### src/sv/sorted_deadline_timer_queue_core_defines.svh
`ifndef SORTED_DEADLINE_TIMER_QUEUE_CORE_DEFINES_SVH
`define SORTED_DEADLINE_TIMER_QUEUE_CORE_DEFINES_SVH

// Property that must hold in the same cycle as its condition, ignored in reset.
`define SDTQ_ASSERT_SAME(lbl, pre, post, msg) \
    lbl: assert property (@(posedge i_clk) disable iff (!i_rst_n) (pre) |-> (post)) \
        else $error(msg);

// Property that must hold in the cycle after its condition, ignored in reset.
`define SDTQ_ASSERT_NEXT(lbl, pre, post, msg) \
    lbl: assert property (@(posedge i_clk) disable iff (!i_rst_n) (pre) |=> (post)) \
        else $error(msg);

`endif

### src/sv/sdtq_pkg.sv
package sdtq_pkg;

    // Command codes carried in the command field.
    localparam logic CMD_TICK = 1'b0;
    localparam logic CMD_ADD  = 1'b1;

    // Result kinds.
    localparam logic [1:0] KIND_ACCEPTED = 2'd0;
    localparam logic [1:0] KIND_REJECTED = 2'd1;
    localparam logic [1:0] KIND_EXPIRED  = 2'd2;

    // Operations of the shared adder.
    localparam logic ALU_OP_ADD_SAT = 1'b0;
    localparam logic ALU_OP_LE      = 1'b1;

    // One command transfer.
    typedef struct packed {
        logic        command;
        logic [30:0] duration;
        logic [15:0] handle;
    } t_cmd;

    // One result transfer.
    typedef struct packed {
        logic [1:0]  kind;
        logic [15:0] expired_handle;
        logic [31:0] deadline;
        logic        last;
    } t_res;

    // One stored timer.
    typedef struct packed {
        logic [31:0] deadline;
        logic [15:0] handle;
    } t_entry;

    // Request to the shared adder.
    typedef struct packed {
        logic        op;
        logic [31:0] a;
        logic [31:0] b;
    } t_alu_req;

    // Answer of the shared adder: flag is the carry out, which for a compare
    // means a <= b.
    typedef struct packed {
        logic [31:0] sum;
        logic        flag;
    } t_alu_rsp;

endpackage

### src/sv/sdtq_alu.sv
module sdtq_alu (
    input  sdtq_pkg::t_alu_req i_req,
    output sdtq_pkg::t_alu_rsp o_rsp
);

    logic [31:0] x;
    logic [31:0] y;
    logic        cin;
    logic [32:0] s;

    // Saturating add uses a + b; the compare works out b - a and keeps the carry.
    always_comb begin
        unique case (i_req.op)
            sdtq_pkg::ALU_OP_ADD_SAT: begin
                x   = i_req.a;
                y   = i_req.b;
                cin = 1'b0;
            end
            sdtq_pkg::ALU_OP_LE: begin
                x   = i_req.b;
                y   = ~i_req.a;
                cin = 1'b1;
            end
            default: begin
                x   = i_req.a;
                y   = i_req.b;
                cin = 1'b0;
            end
        endcase
    end

    assign s = {1'b0, x} + {1'b0, y} + {32'd0, cin};

    // An add that carries out saturates at the largest value.
    assign o_rsp.sum  = ((i_req.op == sdtq_pkg::ALU_OP_ADD_SAT) && s[32]) ? '1 : s[31:0];
    assign o_rsp.flag = s[32];

endmodule

### src/sv/sorted_deadline_timer_queue_core.sv
// Sorted deadline timer queue.
// Command channel (i_cmd_valid, o_cmd_stall, i_cmd): a tick counts one second
// of uptime, an add queues a handle with deadline uptime plus duration.
// Result channel (o_res_valid, i_res_stall, o_res): one status result per add,
// one expired result per due timer on a tick, with last set on the final one.
// A tick that finds nothing due gives no result.
// Timers are held in a circular memory ordered by deadline; one shared adder
// does the deadline sum, the uptime increment and every compare.
// An add walks back from the tail one entry a cycle, moving each queued timer
// whose deadline is later than the new one up one place, and stops at the
// first timer due no later than the new one; a full queue rejects the add
// without a walk. A tick reads the head only when the queue is not empty and
// gives one expired result per due timer. The command channel stalls from the
// cycle after a transfer until the command is finished. The output register
// lets a command be taken while the previous result still waits; while the
// receiver stalls, the expiry walk holds.
// Reset clears the uptime and the queue; the block takes commands at once.
module sorted_deadline_timer_queue_core #(
    parameter int QUEUE_DEPTH = 16
) (
    input  logic             i_clk,
    input  logic             i_rst_n,
    input  logic             i_cmd_valid,
    output logic             o_cmd_stall,
    input  sdtq_pkg::t_cmd   i_cmd,
    output logic             o_res_valid,
    input  logic             i_res_stall,
    output sdtq_pkg::t_res   o_res
);

`include "sorted_deadline_timer_queue_core_defines.svh"

    localparam int IW = (QUEUE_DEPTH > 1) ? $clog2(QUEUE_DEPTH) : 1;
    localparam int CW = $clog2(QUEUE_DEPTH + 1);
    localparam logic [CW-1:0] DEPTH_C = CW'(QUEUE_DEPTH);
    localparam logic [IW:0]   DEPTH_W = (IW + 1)'(QUEUE_DEPTH);

    localparam logic [2:0] S_IDLE    = 3'd0;
    localparam logic [2:0] S_INS_CMP = 3'd1;
    localparam logic [2:0] S_INS_PUT = 3'd2;
    localparam logic [2:0] S_TCK_CMP = 3'd3;
    localparam logic [2:0] S_TCK_NXT = 3'd4;
    localparam logic [2:0] S_OUT     = 3'd5;

    logic [2:0]        r_state, n_state;
    logic [31:0]       r_uptime, n_uptime;
    logic [CW-1:0]     r_count, n_count;
    logic [IW-1:0]     r_head, n_head;
    logic [IW-1:0]     r_idx, n_idx;
    logic [31:0]       r_key, n_key;
    logic [15:0]       r_hnd, n_hnd;
    logic [1:0]        r_kind, n_kind;
    logic              r_res_valid, n_res_valid;
    sdtq_pkg::t_res    r_res, n_res;

    sdtq_pkg::t_entry  mem [QUEUE_DEPTH];
    sdtq_pkg::t_entry  r_rd;
    logic              rd_en;
    logic [IW-1:0]     rd_off;
    logic              wr_en;
    logic [IW-1:0]     wr_off;
    sdtq_pkg::t_entry  wr_data;
    logic [IW-1:0]     rd_addr;
    logic [IW-1:0]     wr_addr;
    logic [IW-1:0]     head_inc;

    sdtq_pkg::t_alu_req alu_req;
    sdtq_pkg::t_alu_rsp alu_rsp;

    logic cmd_acc;
    logic res_free;
    logic le;

    // Offset from the head of the queue to a memory address, wrapping at the depth.
    function automatic logic [IW-1:0] wrap_add(input logic [IW-1:0] base,
                                               input logic [IW-1:0] off);
        logic [IW:0] s;
        s = {1'b0, base} + {1'b0, off};
        if (s >= DEPTH_W) begin
            s = s - DEPTH_W;
        end
        return s[IW-1:0];
    endfunction

    assign cmd_acc     = i_cmd_valid && (r_state == S_IDLE);
    assign res_free    = !r_res_valid || !i_res_stall;
    assign o_cmd_stall = (r_state != S_IDLE);
    assign o_res_valid = r_res_valid;
    assign o_res       = r_res;

    assign rd_addr  = wrap_add(r_head, rd_off);
    assign wr_addr  = wrap_add(r_head, wr_off);
    assign head_inc = wrap_add(r_head, IW'(1));

    // Operand selection for the shared adder.
    always_comb begin
        if (r_state == S_IDLE) begin
            alu_req.op = sdtq_pkg::ALU_OP_ADD_SAT;
            alu_req.a  = r_uptime;
            alu_req.b  = (i_cmd.command == sdtq_pkg::CMD_ADD) ?
                         {1'b0, i_cmd.duration} : 32'd1;
        end else begin
            alu_req.op = sdtq_pkg::ALU_OP_LE;
            alu_req.a  = r_rd.deadline;
            alu_req.b  = (r_state == S_INS_CMP) ? r_key : r_uptime;
        end
    end

    sdtq_alu u_alu (
        .i_req (alu_req),
        .o_rsp (alu_rsp)
    );

    assign le = alu_rsp.flag;

    // Sequencer.
    always_comb begin
        n_state     = r_state;
        n_uptime    = r_uptime;
        n_count     = r_count;
        n_head      = r_head;
        n_idx       = r_idx;
        n_key       = r_key;
        n_hnd       = r_hnd;
        n_kind      = r_kind;
        n_res_valid = r_res_valid && i_res_stall;
        n_res       = r_res;
        rd_en       = 1'b0;
        rd_off      = '0;
        wr_en       = 1'b0;
        wr_off      = r_idx;
        wr_data     = {r_key, r_hnd};

        unique case (r_state)
            S_IDLE: begin
                if (cmd_acc) begin
                    if (i_cmd.command == sdtq_pkg::CMD_ADD) begin
                        n_key = alu_rsp.sum;
                        n_hnd = i_cmd.handle;
                        if (r_count == DEPTH_C) begin
                            n_kind  = sdtq_pkg::KIND_REJECTED;
                            n_state = S_OUT;
                        end else if (r_count == '0) begin
                            n_idx   = '0;
                            n_state = S_INS_PUT;
                        end else begin
                            n_idx   = IW'(r_count);
                            rd_en   = 1'b1;
                            rd_off  = IW'(r_count - 1'b1);
                            n_state = S_INS_CMP;
                        end
                    end else begin
                        n_uptime = alu_rsp.sum;
                        if (r_count != '0) begin
                            rd_en   = 1'b1;
                            n_state = S_TCK_CMP;
                        end
                    end
                end
            end
            // Walk back from the tail, moving later entries up one place.
            S_INS_CMP: begin
                if (le) begin
                    n_state = S_INS_PUT;
                end else begin
                    wr_en   = 1'b1;
                    wr_data = r_rd;
                    n_idx   = r_idx - 1'b1;
                    if (r_idx == IW'(1)) begin
                        n_state = S_INS_PUT;
                    end else begin
                        rd_en  = 1'b1;
                        rd_off = r_idx - IW'(2);
                    end
                end
            end
            S_INS_PUT: begin
                wr_en   = 1'b1;
                n_count = r_count + 1'b1;
                n_kind  = sdtq_pkg::KIND_ACCEPTED;
                n_state = S_OUT;
            end
            // First head check of a tick: nothing is pending yet.
            S_TCK_CMP: begin
                if (le) begin
                    n_key   = r_rd.deadline;
                    n_hnd   = r_rd.handle;
                    n_kind  = sdtq_pkg::KIND_EXPIRED;
                    n_head  = head_inc;
                    n_count = r_count - 1'b1;
                    if (r_count == CW'(1)) begin
                        n_state = S_OUT;
                    end else begin
                        rd_en   = 1'b1;
                        rd_off  = IW'(1);
                        n_state = S_TCK_NXT;
                    end
                end else begin
                    n_state = S_IDLE;
                end
            end
            // The pending expiry goes out once the next head tells whether it is last.
            S_TCK_NXT: begin
                if (res_free) begin
                    n_res_valid          = 1'b1;
                    n_res.kind           = r_kind;
                    n_res.expired_handle = r_hnd;
                    n_res.deadline       = r_key;
                    n_res.last           = !le;
                    if (le) begin
                        n_key   = r_rd.deadline;
                        n_hnd   = r_rd.handle;
                        n_head  = head_inc;
                        n_count = r_count - 1'b1;
                        if (r_count == CW'(1)) begin
                            n_state = S_OUT;
                        end else begin
                            rd_en  = 1'b1;
                            rd_off = IW'(1);
                        end
                    end else begin
                        n_state = S_IDLE;
                    end
                end
            end
            S_OUT: begin
                if (res_free) begin
                    n_res_valid          = 1'b1;
                    n_res.kind           = r_kind;
                    n_res.expired_handle = r_hnd;
                    n_res.deadline       = r_key;
                    n_res.last           = 1'b1;
                    n_state              = S_IDLE;
                end
            end
            default: begin
                n_state = S_IDLE;
            end
        endcase
    end

    // Control registers.
    always_ff @(posedge i_clk) begin
        if (!i_rst_n) begin
            r_state     <= S_IDLE;
            r_uptime    <= '0;
            r_count     <= '0;
            r_head      <= '0;
            r_res_valid <= 1'b0;
        end else begin
            r_state     <= n_state;
            r_uptime    <= n_uptime;
            r_count     <= n_count;
            r_head      <= n_head;
            r_res_valid <= n_res_valid;
        end
    end

    // Working and result payload.
    always_ff @(posedge i_clk) begin
        r_idx  <= n_idx;
        r_key  <= n_key;
        r_hnd  <= n_hnd;
        r_kind <= n_kind;
        r_res  <= n_res;
    end

    // Timer memory: one write and one registered read a cycle.
    always_ff @(posedge i_clk) begin
        if (wr_en) begin
            mem[wr_addr] <= wr_data;
        end
        if (rd_en) begin
            r_rd <= mem[rd_addr];
        end
    end

    `SDTQ_ASSERT_SAME(a_count_bound, 1'b1, r_count <= DEPTH_C,
        "queue holds more timers than its depth")
    `SDTQ_ASSERT_NEXT(a_full_rejects,
        cmd_acc && (i_cmd.command == sdtq_pkg::CMD_ADD) && (r_count == DEPTH_C),
        (r_state == S_OUT) && (r_kind == sdtq_pkg::KIND_REJECTED),
        "add to a full queue was not rejected")
    `SDTQ_ASSERT_NEXT(a_insert_counts, r_state == S_INS_PUT,
        r_count == CW'($past(r_count) + 1'b1),
        "insertion did not add one timer to the count")
    `SDTQ_ASSERT_SAME(a_tick_has_entries,
        (r_state == S_TCK_CMP) || (r_state == S_TCK_NXT),
        r_count != '0,
        "expiry walk running on an empty queue")

endmodule

### config.mk
export PLATFORM = sky130hd
export DESIGN_NAME = sorted_deadline_timer_queue_core
export DESIGN_NICKNAME = d
export VERILOG_FILES = /design/src/sv/sdtq_pkg.sv /design/src/sv/sdtq_alu.sv /design/src/sv/sorted_deadline_timer_queue_core.sv
export VERILOG_INCLUDE_DIRS = /design/src /design/src/sv
export SDC_FILE = /design/constraint.sdc
export NUM_CORES = 1
export LEC_CHECK = 0
export BUFFER_PORTS_ARGS = -buffer_cell sky130_fd_sc_hd__buf_2
export CAP_MARGIN = 40
export CORE_ASPECT_RATIO = 0.8
export CORE_UTILIZATION = 43
export DETAILED_ROUTE_END_ITERATION = 12
export SYNTH_ARGS = -nofsm -noshare
export SYNTH_HDL_FRONTEND = slang
export SYNTH_HIERARCHICAL = 1
export SYNTH_SLANG_ARGS = --single-unit
### constraint.sdc
create_clock -name i_clk -period 21.5 [get_ports i_clk]
set_input_delay 2.15 -clock i_clk [delete_from_list [all_inputs] [get_ports i_clk]]
set_output_delay 2.15 -clock i_clk [all_outputs]
set_load 0.02 [all_outputs]
==> results.sh <==
export IMPL_status="finished clean"
export IMPL_hold_path_endpoint="o_res[50]"
export IMPL_ios=105
export IMPL_drt_iter0_markers=2167
export IMPL_setup_ws_ns=11.62
export IMPL_nFillCells=7467
export IMPL_preCtsSetupSlack_ns=10.92
export IMPL_fin_util_pct=49.68
export IMPL_initial_core_util_pct=43.56
export IMPL_final_period_utilization_pct=45.93
export IMPL_cts_max_path_buffers=3
export IMPL_dr_pass1_iters=5
export IMPL_drive_gt1_share_pct=30.62
export IMPL_multiInputGateArea_um2=11750
export IMPL_r2r_slack_ns=12.14
export IMPL_critPathMaxFanout=96
export IMPL_grt_remaining_overflow=0
export IMPL_drv_slew=0
export IMPL_worst_path_largest_cell_delay_ns=0.67
export IMPL_synth_area_um2=40720
export IMPL_met3WireLength_um=5817
export IMPL_antenna_left=0
export IMPL_crit_required_ns=21.88
export IMPL_gp_congestion=0.8874
export IMPL_antenna_found_initial=1
export IMPL_dp_hpwl_um=55690
export IMPL_wl_met1_um=41430
export IMPL_cts_htree_levels=3
export IMPL_synthCells=2226
export IMPL_core_um2=93460
export IMPL_final_hold_viol_count=0
export IMPL_grt_max_degree=131
export IMPL_clk_pin_slew_ns=0.06
export IMPL_relSlewSlack_pct=39.13
export IMPL_rows=100
export IMPL_vias=21290
export IMPL_hold_depth=0
export IMPL_placement_io_buffers=104
export IMPL_hp_class="flop to flop"
export IMPL_ctsResizeCount=0
export IMPL_hold_start="r_kind[1]"
export IMPL_cts_hold_buf=0
export IMPL_ys_seq_area_share_pct=70.14
export IMPL_r2r_end="r_rd[44]"
export IMPL_vias_per_cell=5.817
export IMPL_synth_area_leaders="edfxtp_1, mux4_2, mux2_2, dfxtp_1, ha_1"
export IMPL_syn_area_per_cell_um2=18.29
export IMPL_async_reset_ff_share_pct=0
export IMPL_synth_main_ff_cell="edfxtp_1"
export IMPL_drc=0
export IMPL_area_growth_pct=14.05
export IMPL_grt_pass1_wl_um=143800
export IMPL_crit_arrival_ns=10.25
export IMPL_setup_viol=0
export IMPL_cts_tree="done"
export IMPL_crit_chain="buf_2, nor2b_2, buf_4, a221oi_1, nor2_1, mux2_2, fa_1, a21oi_1, o221a_1, o31a_1, o41ai_4, o21ai_2, nand3_1, nor4b_4, buf_4, a21boi_1, nand2_1, o221ai_1, ha_4, buf_4, buf_12, mux4_2, mux4_2"
export IMPL_wl_per_cell_um=26.58
export IMPL_maxUsedRoutingLayer="met4"
export IMPL_die_y_um=277.2
export IMPL_setup_tns_ns=0
export IMPL_cp_start_kind="input port"
export IMPL_syn_num_nets=2327
export IMPL_synthMostInstantiatedCell="edfxtp_1"
export IMPL_cp_common_cell="buf_4"
export IMPL_max_cap_violations=0
export IMPL_wirelength_um=97300
export IMPL_regArea_um2=28560
export IMPL_synth_common_cells="edfxtp_1, mux4_2, mux2_2"
export IMPL_yosys_area_top_type="edfxtp_1"
export IMPL_worstMarginPinSlew_ns=0.9130
export IMPL_postCtsSetupBuffers=0
export IMPL_r2r_start="r_state[0]"
export IMPL_synth_top_area_share_pct=67.92
export IMPL_yosys_warnings=6
export IMPL_fmax_mhz=101.3
export IMPL_yosysUniqueCellTypes=77
export IMPL_clk_latency_ns=0.66
export IMPL_synth_edf_count=921
export IMPL_cts_buffers=97
export IMPL_die_width_um=346.0
export IMPL_cp_end_kind="flop"
export IMPL_diodes=0
export IMPL_finalClockSkew_ns=0.02579
export IMPL_grt_pass1_vias=21620
export IMPL_worstSetupPathType="input port to flop"
export IMPL_rsz0062_at_grt="false"
export IMPL_min_period_ns=9.876
export IMPL_r2r_cells=24
export IMPL_grt_use_total_pct=20.36
export IMPL_crit_slowest_cell="buf_4"
export IMPL_cts_sinks=966
export IMPL_nNetsFinal=2461
export IMPL_clockRootBuffer="clkbuf_16"
export IMPL_wl_met2_um=47780
export IMPL_synth_seq_cells=966
export IMPL_die_area_um2=95930
-- worst max-delay path by stage --
| stage | startpoint | endpoint | slack, ns | cells after the start |
|---|---|---|---|---|
| 6_report | i_cmd[47] | r_rd[44] | 11.62 | 23 |
| 5_1_grt | i_cmd[47] | r_rd[43] | 11.05 | 23 |
| 4_1_cts | i_cmd[47] | r_rd[38] | 11.61 | 23 |
| 3_5_place_dp | i_cmd[47] | r_rd[27] | 10.92 | 23 |
| 3_3_place_gp | i_cmd[47] | r_rd[30] | 10.50 | 24 |
| 2_1_floorplan | i_cmd[47] | r_rd[0] | 12.08 | 17 |
-- critical path: cells and delay by family --
kind / cells / cell delay [ns]
and+or+nand+nor: 5 / 1.36
adders and majority gates: 2 / 1.00
AOI/OAI and AO/OA: 8 / 2.08
muxes: 3 / 1.37
buffers and inverters: 5 / 2.09
-- logic make-up after synthesis --
group,share of synthesized area [%]
xor gates and xnor gates,0.9219
adders and majority gates,1.561
DFF,70.14
and+or+nand+nor,3.838
AOI/OAI and AO/OA,4.121
muxes,17.85
buffers and inverters,1.573
-- flip-flops by register name (all words and copies together), names as in the netlist --
register / cells
mem: 768
o_res: 51
o_res_valid: 1
r_count: 5
r_head: 4
r_hnd: 16
r_idx: 4
r_key: 32
r_kind: 2
r_rd: 48
r_state: 3
r_uptime: 32
-- layer usage --
layer	track usage (%)	vias up
met5	0	-
met4	5.368	0
met3	2.976	127
met2	33.43	675
met1	28.53	11230
li1	-	9255
-- per-stage QoR --
step                std cells  instance area (um2)  hold slack, ns
floorplan                2226                40720          0.4003
global placement         3464                42740          0.4038
detailed placement       3485                43230          0.4111
CTS                      3660                46440          0.4250
global route             3660                46440          0.4254
finish                   3660                46440          0.4214
-- cell type report --
cell class,instances,share of cell area (%)
Tap cell,1224,3.298
Timing Repair Buffer,161,2.821
Inverter,23,0.1913
Clock buffer,124,5.736
Multi-Input combinational cell,1111,25.29
Clock inverter,51,1.161
Sequential cell,966,61.50
-- layout by cell type, fill, tap and decap left out, types with 8 or more instances in the layout --
cell	Yosys	routed
xnor2_1	19	19
o21ai_0	24	23
a21o_1	14	14
a21oi_1	112	112
and3_1	8	8
clkbuf_1	106	18
dfxtp_1	45	44
buf_2	9	104
clkinv_2	0	11
nor2_4	0	17
inv_1	21	21
nand2_1	143	142
a221oi_1	30	30
buf_16	0	12
bufinv_16	0	11
buf_4	2	34
a31oi_1	9	9
mux2_2	159	159
clkinv_1	1	23
nand4_1	9	9
xor2_1	22	21
nand3_1	13	13
nor2_1	135	116
mux4_2	240	240
nand2b_1	9	9
ha_1	46	45
clkbuf_16	0	101
edfxtp_1	921	921
buf_12	2	10
Power is not shown: default switching activity piles up to over one toggle a cycle in this logic, so the estimate is an artifact.
